[src/design/gffs_pkg.sv]
package gffs_pkg;

  // Fixed field widths.
  localparam int SYM_W   = 6;
  localparam int SET_W   = 64;
  localparam int OP_W    = 2;
  localparam int CIDX_W  = 2;
  localparam int IN_W    = 16;
  localparam int OUT_W   = 136;
  localparam int UOP_W   = 5;

  // Default sizes.
  localparam int DEF_SYMBOLS     = 64;
  localparam int DEF_PRODUCTIONS = 64;
  localparam int DEF_RHS_SLOTS   = 256;

  // Input opcodes.
  localparam logic [OP_W-1:0] OP_APPEND  = 2'd0;
  localparam logic [OP_W-1:0] OP_COMPUTE = 2'd1;
  localparam logic [OP_W-1:0] OP_CLEAR   = 2'd2;

  // Configuration register indexes.
  localparam logic [CIDX_W-1:0] CFG_TERMINALS = 2'd0;
  localparam logic [CIDX_W-1:0] CFG_EMPTY     = 2'd1;
  localparam logic [CIDX_W-1:0] CFG_START     = 2'd2;
  localparam logic [CIDX_W-1:0] CFG_ENDMARK   = 2'd3;

  // Micro-operations; the controller state codes are these same values.
  localparam logic [UOP_W-1:0] U_IDLE   = 5'd0;
  localparam logic [UOP_W-1:0] U_INIT   = 5'd1;
  localparam logic [UOP_W-1:0] U_FSTART = 5'd2;
  localparam logic [UOP_W-1:0] U_FRHS   = 5'd3;
  localparam logic [UOP_W-1:0] U_FSYM   = 5'd4;
  localparam logic [UOP_W-1:0] U_FACC   = 5'd5;
  localparam logic [UOP_W-1:0] U_FLEFT  = 5'd6;
  localparam logic [UOP_W-1:0] U_FA     = 5'd7;
  localparam logic [UOP_W-1:0] U_FUPD   = 5'd8;
  localparam logic [UOP_W-1:0] U_FLINIT = 5'd9;
  localparam logic [UOP_W-1:0] U_LSTART = 5'd10;
  localparam logic [UOP_W-1:0] U_LSCAN  = 5'd11;
  localparam logic [UOP_W-1:0] U_LCHK   = 5'd12;
  localparam logic [UOP_W-1:0] U_LLEFT  = 5'd13;
  localparam logic [UOP_W-1:0] U_LFA    = 5'd14;
  localparam logic [UOP_W-1:0] U_LTR    = 5'd15;
  localparam logic [UOP_W-1:0] U_LRD    = 5'd16;
  localparam logic [UOP_W-1:0] U_LSYM   = 5'd17;
  localparam logic [UOP_W-1:0] U_LUPD   = 5'd18;
  localparam logic [UOP_W-1:0] U_LNEXT  = 5'd19;
  localparam logic [UOP_W-1:0] U_ERD    = 5'd20;
  localparam logic [UOP_W-1:0] U_ELD    = 5'd21;
  localparam logic [UOP_W-1:0] U_EWAIT  = 5'd22;

  typedef struct packed {
    logic [UOP_W-1:0] uop;
    logic             append;  // load word accepted
    logic             clear;   // clear word accepted
    logic             start;   // compute word accepted
    logic             adv;     // result word taken
  } cmd_t;

  typedef struct packed {
    logic scan_done;   // walk pointer reached the symbol count
    logic end_bit;     // symbol just read closes a production
    logic end_seen;    // registered end flag of the current symbol
    logic seg_first;   // backward walk at the first symbol of the production
    logic changed;     // some set grew during this pass
    logic left_special;
    logic init_last;
    logic emit_last;
  } sts_t;

endpackage

[src/design/gffs_ctrl.sv]
module gffs_ctrl
  import gffs_pkg::*;
(
  input  logic            clk,
  input  logic            rst_n,
  input  logic            in_tvalid,
  input  logic [OP_W-1:0] in_tuser,
  output logic            in_tready,
  output logic            out_tvalid,
  input  logic            out_tready,
  input  sts_t            sts,
  output cmd_t            cmd
);

  logic [UOP_W-1:0] state_r, state_nxt;
  logic             in_fire;

  assign in_fire    = in_tvalid && (state_r == U_IDLE);
  assign in_tready  = (state_r == U_IDLE);
  assign out_tvalid = (state_r == U_EWAIT);

  // Commands to the datapath.
  always_comb begin
    cmd.uop    = state_r;
    cmd.append = in_fire && (in_tuser == OP_APPEND);
    cmd.clear  = in_fire && (in_tuser == OP_CLEAR);
    cmd.start  = in_fire && (in_tuser == OP_COMPUTE);
    cmd.adv    = (state_r == U_EWAIT) && out_tready;
  end

  // Sequencer for load, initialization, the two fixed-point passes and the result sweep.
  always_comb begin
    state_nxt = state_r;
    case (state_r)
      U_IDLE:   if (cmd.start) state_nxt = U_INIT;
      U_INIT:   if (sts.init_last) state_nxt = U_FSTART;
      U_FSTART: state_nxt = U_FRHS;
      U_FRHS: begin
        if (!sts.scan_done) state_nxt = U_FSYM;
        else if (sts.changed) state_nxt = U_FSTART;
        else state_nxt = U_FLINIT;
      end
      U_FSYM:   state_nxt = U_FACC;
      U_FACC:   state_nxt = sts.end_seen ? U_FLEFT : U_FRHS;
      U_FLEFT:  state_nxt = U_FA;
      U_FA:     state_nxt = U_FUPD;
      U_FUPD:   state_nxt = U_FRHS;
      U_FLINIT: state_nxt = U_LSTART;
      U_LSTART: state_nxt = U_LSCAN;
      U_LSCAN: begin
        if (!sts.scan_done) state_nxt = U_LCHK;
        else if (sts.changed) state_nxt = U_LSTART;
        else state_nxt = U_ERD;
      end
      U_LCHK:   state_nxt = sts.end_bit ? U_LLEFT : U_LSCAN;
      U_LLEFT:  state_nxt = U_LFA;
      U_LFA:    state_nxt = U_LTR;
      U_LTR:    state_nxt = sts.left_special ? U_LNEXT : U_LRD;
      U_LRD:    state_nxt = U_LSYM;
      U_LSYM:   state_nxt = U_LUPD;
      U_LUPD:   state_nxt = sts.seg_first ? U_LNEXT : U_LRD;
      U_LNEXT:  state_nxt = U_LSCAN;
      U_ERD:    state_nxt = U_ELD;
      U_ELD:    state_nxt = U_EWAIT;
      U_EWAIT: begin
        if (out_tready) state_nxt = sts.emit_last ? U_IDLE : U_ERD;
      end
      default:  state_nxt = U_IDLE;
    endcase
  end

  always_ff @(posedge clk) begin
    if (!rst_n) state_r <= U_IDLE;
    else state_r <= state_nxt;
  end

endmodule

[config.mk]
export PLATFORM = sky130hd
export DESIGN_NAME = gffs_ctrl
export DESIGN_NICKNAME = d
export VERILOG_FILES = /design/src/design/gffs_pkg.sv /design/src/design/gffs_ctrl.sv
export SDC_FILE = /design/constraint.sdc
export NUM_CORES = 1
export LEC_CHECK = 0
export BUFFER_PORTS_ARGS = -buffer_cell sky130_fd_sc_hd__buf_2
export CAP_MARGIN = 25
export CELL_PAD_IN_SITES_DETAIL_PLACEMENT = 2
export CELL_PAD_IN_SITES_GLOBAL_PLACEMENT = 2
export CORE_ASPECT_RATIO = 1.2
export CORE_UTILIZATION = 23
export CTS_CLUSTER_SIZE = 8
export DETAILED_ROUTE_END_ITERATION = 16
export GPL_TIMING_DRIVEN = 0
export PLACE_DENSITY_LB_ADDON = 0.2
export SLEW_MARGIN = 10
export SYNTH_ARGS = -nofsm -noshare
export SYNTH_HDL_FRONTEND = slang
export SYNTH_SLANG_ARGS = --single-unit
[constraint.sdc]
create_clock -name clk -period 2.2 [get_ports clk]
set_clock_uncertainty 0.1 [all_clocks]
set_input_delay 0.11 -clock clk [delete_from_list [all_inputs] [get_ports clk]]
set_output_delay 0.11 -clock clk [all_outputs]
set_load 0.01 [all_outputs]
# Word level (Yosys, flattened, before mapping)
# Cells that the tools add are included.
totals:
  regBits: 5
  input_bits: 14
  out_inout_bits: 11
  wordCells: 51
classes:
  eq_ne: 27
  muxes: 13
  reduce_logical: 10
ops:
  columns: ["operator", "count"]
  rows:
  - ["one-hot mux 5 bit (21 select lines)", 1]
  - ["== test 5 x 4 -> 1 bit, second input constant", 8]
  - ["== test 5 bit, second input constant", 7]
  - ["2-to-1 mux 5 bit", 6]
  - ["== test 5 x 3 -> 1 bit, second input constant", 4]
  - ["== test 5 x 2 -> 1 bit, second input constant", 2]
  - ["2-to-1 mux 4 bit", 2]
  - ["2-to-1 mux 3 bit", 2]
  - ["== test 5 x 1 -> 1 bit, second input constant", 1]
  - ["logical AND 1 bit", 5]
  - ["logical NOT 5 bit", 1]
  - ["2-to-1 mux 2 bit", 2]
  - ["!= test 2 x 1 -> 1 bit, second input constant", 2]
  - ["OR reduction 2 bit", 2]
  - ["AND reduction 3 bit", 1]
  - ["== test 2 x 1 -> 1 bit, second input constant", 1]
  - ["== test 2 bit, second input constant", 1]
  - ["logical NOT 2 bit", 1]
  - ["!= test 2 bit, second input constant", 1]

# Depth between registers and ports, before layout
# Gate-level depths: netlist of the first run.
depth:
  depth_word: 5
  depth_mapped: 7
  depth_no_buf: 5

# Least setup slack after synthesis of the first run
# No wires, ideal clock.
synth_timing:
  path_type: "register to output"
  start: "reg state_r[1]"
  end: "out cmd[3] in the netlist's numbering"
  arrival_time_ns: 1.586
  required_ns: 1.990
  path_slack_ns: 0.404
  path_stages_with_launch: 5
  n_path_buf: 1
  path_cell_list: "dfxtp_1 -> buf_6 -> or3_1 -> nor3_2 -> nor4bb_1"
synth_lines:
  columns: ["element", "line_no", "rtl"]
  rows:
  - ["from (decl)", "gffs_ctrl.sv:15", "logic [UOP_W-1:0] state_r, state_nxt;"]
  - ["from (signal assigned)", "gffs_ctrl.sv:74", "else state_r <= state_nxt;"]
  - ["to (decl)", "gffs_ctrl.sv:12", "output cmd_t cmd"]

==> metrics.yaml, run 1 <==
pwr:
  total_power_mw: 0.392
  powerDensity_nw_per_um2: 511
  power.leakage_nw: 0.321
  ir_worst_vdd_v: 0.000222
cts:
  cts.path.max_buffers: 2
  cts_sinks: 5
  cts_setup_buffers: 0
  hold_buffers: 0
  ctsResizeCount: 0
  htreeDepth: 1
  clkTransAtPathRegs_ps: 50
  cts_buffers: 3
  cts_root_buf: "clkbuf_4"
  clk_latency_ps: 260
  tritoncts: "built"
finish:
  top_regs: "state_r (5)"
  antenna_cells: 0
  syn2layout_area_growth_pct: 32.0
  finalNetCount: 127
  final_area_um2: 768
  drive_gt1_share_pct: 32.1
  fin_cells: 143
  regMostFlops: "state_r"
  largest_reg_flops: 5
  nFillCells: 325
  final_util_pct: 33.0
route:
  num_vias: 773
  via_per_inst: 5.41
  routed_wl_um: 2370
  drt_iter0_markers: 11
  wire_per_inst_um: 16.5
  dr.pass1.iters: 4
  drt.antenna.violating_nets: 0
  drc_errors: 0
sta:
  finalSetupViolCount: 0
  fin_crit_ps: 2050
  hold_viol: 0
  fin_crit_sh_pct: 93.3
  max_freq_mhz: 487
  setup_tns_ps: 0
  maxSlewHeadroom_pct: 68.5
  slew_viol_final: 0
  finalWorstSetupSlack_ps: 148
  worst_hold_slack_ps: 40.9
  tightest_slew_ps: 472
  rsz0062_at_grt: "no"
floorplan:
  coreArea_um2: 2330
  dieArea_um2: 2740
  fp.dieW_um: 47.9
  start_util_pct: 25.0
  io_pins: 25
  fp.dieH_um: 57.1
  row_count: 19
yosys:
  netlist_instances: 84
  syn_area_per_cell_um2: 6.93
  ys_seq_elements: 5
  yosys_warnings: 0
  synth_area_um2: 582
  synth-seq-area-share_pct: 17.2
  synth_cell_types: 39
  synth_nets: 98
grt:
  antenna_found_initial: 0
  grt_pass1_vias: 787
  grt_max_degree: 11
  grt_overflow_total: 0
  grt_usage_pct: 19.0
  grt_pass1_wl_um: 3690
setup_path:
  crit_fanout: 8
  worstReg2RegEnd: "state_r[2]"
  rr_startpoint: "state_r[2]"
  cp.arrival_ps: 1840
  cp.required_ps: 1990
  ff2ff_setup_slack_ps: 200
  cp-start-kind: "flip-flop"
  worstSetupPathType: "flip-flop to output pin"
  critPathCaptureType: "output pin"
  reg2reg_depth: 7
worst_hold_path:
  holdCritPathClass: "primary input to flip-flop"
  whs_path_depth: 2
  min_to: "state_r[0]"
  min-delay-start: "rst_n"
placed_design:
  port_buffers: 24
  dp_cells: 139
  dp_hpwl_um: 1820
  gp_congestion: 0.796
  placed_area_um2: 741
  dp_slack_ps: 244
run:
  maxCapViolations: 0
outcome:
  run_status: "completed"
[cell usage after synthesis, drive strengths merged]
master	instances	area share [%]
a31oi	2	2.2
nor4	3	3.2
and4b	1	1.7
and2	1	1.1
a21o	1	1.3
o32ai	1	1.5
nand4	1	1.1
nor3b	3	3.9
nor3	7	6.9
or3	1	1.1
nand2b	2	2.2
o21ai	8	6.9
nand3	1	0.86
inv	4	2.6
o32a	1	1.7
buf	4	4.3
a22o	1	1.5
and4	2	3.0
a211oi	1	1.3
o311ai	1	1.5
or4	1	1.3
nand2	5	3.2
nor4bb	2	3.4
a2111oi	1	1.5
nor2	3	2.4
clkbuf	3	1.9
a21oi	10	9.2
dfxtp	5	17
o31ai	1	1.3
o22ai	1	1.1
and3	1	1.9
nand3b	2	2.6
nor2b	3	3.2
[per-layer routing]
metal	part of all wire (%)	track usage, %	vias up	routed length [um]
met5	0	0	-	0
li1	-	-	378	-
met2	52	32.8	19	1240
met4	1.4	5.95	0	32
met1	44	24.2	374	1040
met3	2.5	0.949	2	59
[cell type report]
class,count,area (um2),share of cell area (%)
plain buffers,7,37.5,4.89
clock buffers,4,26.3,3.42
inverters,4,15.0,1.95
multi-input cells,68,430,56.0
flip-flops and latches,5,100,13.0
well taps,31,38.8,5.05
repair buffers,24,120,15.6
[cells by family (layout without fill, tap and decap cells)]
| kind of cell | Yosys count | after routing | synth area share [%] |
|---|---|---|---|
| simple gates | 39 | 39 | 43.0 |
| compound gates | 29 | 29 | 31.0 |
| flops | 5 | 5 | 17.2 |
| buf+inv | 11 | 39 | 8.82 |
[power breakdown]
group | leakage [nW] | internal, mW | switching [mW]
logic | 0.265 | 0.0704 | 0.0964
registers | 0.0405 | 0.0969 | 0.0107
clock network | 0.0150 | 0.0693 | 0.0488
total | 0.321 | 0.237 | 0.156
[worst max-delay path: stages, from the launching register on]
cell and delay [ps]:
dfxtp_1 370, or3_1 480, nor3_2 240, nor4bb_1 310
buf_2 180
[placed cells by master, fill, tap and decap left out, drive strengths merged, types with 3 or more instances in the layout]
master  instances
nor3            7
a21oi          10
nor2            3
o21ai           8
buf            28
nor4            3
nor3b           3
inv             4
nor2b           3
dfxtp           5
nand2           5
clkbuf          7
[worst max-delay path by stage]
stage,startpoint,cells past startpoint,end
2_1_floorplan,state_r[1],4,cmd[3]
3_3_place_gp,state_r[4],5,state_r[0]
3_5_place_dp,state_r[2],7,state_r[2]
4_1_cts,state_r[4],5,cmd[0]
5_1_grt,state_r[3],4,cmd[3]
6_report,state_r[3],4,cmd[3]
No activity file was read; power rests on OpenSTA's default activity.
==> run 2, diff against run 1 <==
CTS_BUF_LIST = sky130_fd_sc_hd__clkbuf_16   (was unset)
==> run 2 against run 1 <==
Die area is the same. Critical path depth stayed put. Routed wire length up 1.2%. Combinational power barely moved. Hold slack better by 23 ps.
==> metrics.yaml, run 2 (same netlist as run 1, synthesis figures left out) <==
finish:
  mostFrequentLayoutCells: "buf_2, a21oi_1, o21ai_0"  # unchanged
  syn2layout_area_growth_pct: 41.1  # was 32.0%
  largest_reg_flops: 5  # unchanged
  mostFrequentLayoutCell: "buf_2"  # unchanged
  regMostFlops: "state_r"  # unchanged
  nFillCells: 315  # was 325
  drive_gt1_share_pct: 32.1  # unchanged
  top_regs: "state_r (5)"  # unchanged
  finalNetCount: 127  # unchanged
  antenna_cells: 0  # unchanged
sta:
  rsz0062_at_grt: "no"  # unchanged
  max_freq_mhz: 494  # was 487 MHz
  setup_tns_ps: 0  # unchanged
  hold_viol: 0  # unchanged
  fin_crit_sh_pct: 91.9  # was 93.3%
  maxSlewHeadroom_pct: 69.5  # was 68.5%
  slew_viol_final: 0  # unchanged
  tightest_slew_ps: 457  # was 472 ps
  fin_crit_ps: 2020  # was 2050 ps
  finalWorstSetupSlack_ps: 177  # was 148 ps
  finalSetupViolCount: 0  # unchanged
setup_path:
  crit_path_end: "cmd[3]"  # unchanged
  reg2reg_depth: 7  # unchanged
  cp_slowest_cell: "or3_1"  # unchanged
  crit_fanout: 8  # unchanged
  rr_startpoint: "state_r[2]"  # unchanged
  cp.arrival_ps: 1810  # was 1840 ps
  cp.depth: 4  # unchanged
  ff2ff_setup_slack_ps: 250  # was 200 ps
  crit_path_start: "state_r[3]"  # unchanged
  worstReg2RegEnd: "state_r[2]"  # unchanged
  critPathMaxStageDelay_ps: 480  # about the same
  worstSetupPathType: "flip-flop to output pin"  # unchanged
  crit_buf_inv: 1  # unchanged
  path_cells: "or3_1, nor3_2, nor4bb_1, buf_2"  # unchanged
  cp-start-kind: "flip-flop"  # unchanged
  critPathTopFamily: "simple AND/OR/NAND/NOR gates"  # unchanged
  cp.required_ps: 1990  # about the same
  critPathCaptureType: "output pin"  # unchanged
pwr:
  powerDensity_nw_per_um2: 698  # was 511 nW/um2
  ir_worst_vdd_v: 0.000353  # was 0.000222 V
  power.leakage_nw: 0.348  # was 0.321 nW
grt:
  grt_pass1_wl_um: 3770  # was 3690 um
  antenna_found_initial: 0  # unchanged
  grt_usage_pct: 19.3  # was 19.0%
  grt_max_degree: 11  # unchanged
  grt_pass1_vias: 804  # was 787
  grt_overflow_total: 0  # unchanged
route:
  drt.antenna.violating_nets: 0  # unchanged
  wire_per_inst_um: 16.7  # was 16.5 um
  dr.pass1.iters: 4  # unchanged
  drt_iter0_markers: 4  # was 11
  drc_errors: 0  # unchanged
  via_per_inst: 5.42  # was 5.41
  num_vias: 775  # was 773
  routed_wl_um: 2390  # was 2370 um
outcome:
  run_status: "completed"  # unchanged
floorplan:
  fp.dieH_um: 57.1  # unchanged
  io_pins: 25  # unchanged
  coreArea_um2: 2330  # unchanged
  row_count: 19  # unchanged
  start_util_pct: 25.0  # unchanged
  fp.dieW_um: 47.9  # unchanged
  dieArea_um2: 2740  # unchanged
placed_design:
  dp_slack_ps: 244  # unchanged
  port_buffers: 24  # unchanged
  gp_congestion: 0.796  # unchanged
  dp_hpwl_um: 1820  # unchanged
cts:
  htreeDepth: 1  # unchanged
  cts_sinks: 5  # unchanged
  cts_setup_buffers: 0  # unchanged
  cts.path.max_buffers: 2  # unchanged
  tritoncts: "built"  # unchanged
  cts_root_buf: "clkbuf_16"  # was clkbuf_4
  clkTransAtPathRegs_ps: 30  # was 50 ps
  cts_buffers: 3  # unchanged
  clk_latency_ps: 230  # was 260 ps
  hold_buffers: 0  # unchanged
worst_hold_path:
  whs_path_depth: 2  # unchanged
  holdCritPathClass: "primary input to flip-flop"  # unchanged
run:
  maxCapViolations: 0  # unchanged
run 2: worst min-delay path by stage:
stage | endpoint | startpoint | slack (ps)
final | state_r[0] | rst_n | 60
after global routing | state_r[0] | rst_n | 80
after CTS | state_r[0] | rst_n | 70
after detailed placement | state_r[0] | rst_n | 300
after global placement | state_r[0] | rst_n | 300
after floorplan | state_r[0] | rst_n | 140
run 2: repair_timing:
action                     4_1_cts  5_1_grt
hold endpoints to repair         0        0
resized for setup                0        2
setup endpoints to repair        0        1
run 2: stage by stage:
stage          total power, mW  instance area [um2]  std cells  hold WS [ps]  utilization (%)
2_1_floorplan            0.216                  582         84           143                -
3_3_place_gp             0.272                  741        139           300             31.8
3_5_place_dp             0.277                  741        139           305             31.8
4_1_cts                  0.578                  820        143          67.8             35.2
5_1_grt                  0.601                  821        143          77.1             35.2
6_report                 0.573                  821        143          63.5             35.2
run 2: cell type report:
| cell class | instances | area, um2 | area share, % |
|---|---|---|---|
| sequential | 5 | 100 | 12.2 |
| multi-input combinational | 68 | 430 | 52.4 |
| buffer | 7 | 37.5 | 4.57 |
| clock inverter | 1 | 3.75 | 0.457 |
| tap | 31 | 38.8 | 4.73 |
| timing repair buffer | 24 | 120 | 14.6 |
| clock buffer | 3 | 75.1 | 9.15 |
| inverter | 4 | 15.0 | 1.83 |
run 2: where the power goes:
part / internal, mW / leakage (nW) / switching [mW] / total [mW]
Combinational: 0.0704 / 0.265 / 0.0970 / 0.167
Sequential: 0.0973 / 0.0405 / 0.0117 / 0.109
Clock: 0.236 / 0.0423 / 0.0611 / 0.297
Total: 0.403 / 0.348 / 0.170 / 0.573
run 2: metal layers:
layer / up-vias / part of all wire, % / track usage, %
met4: 0 / 0.58 / 4.76
met2: 24 / 53 / 33.2
met3: 2 / 3.1 / 1.90
met1: 372 / 44 / 24.8
li1: 377 / - / -
met5: - / 0 / 0
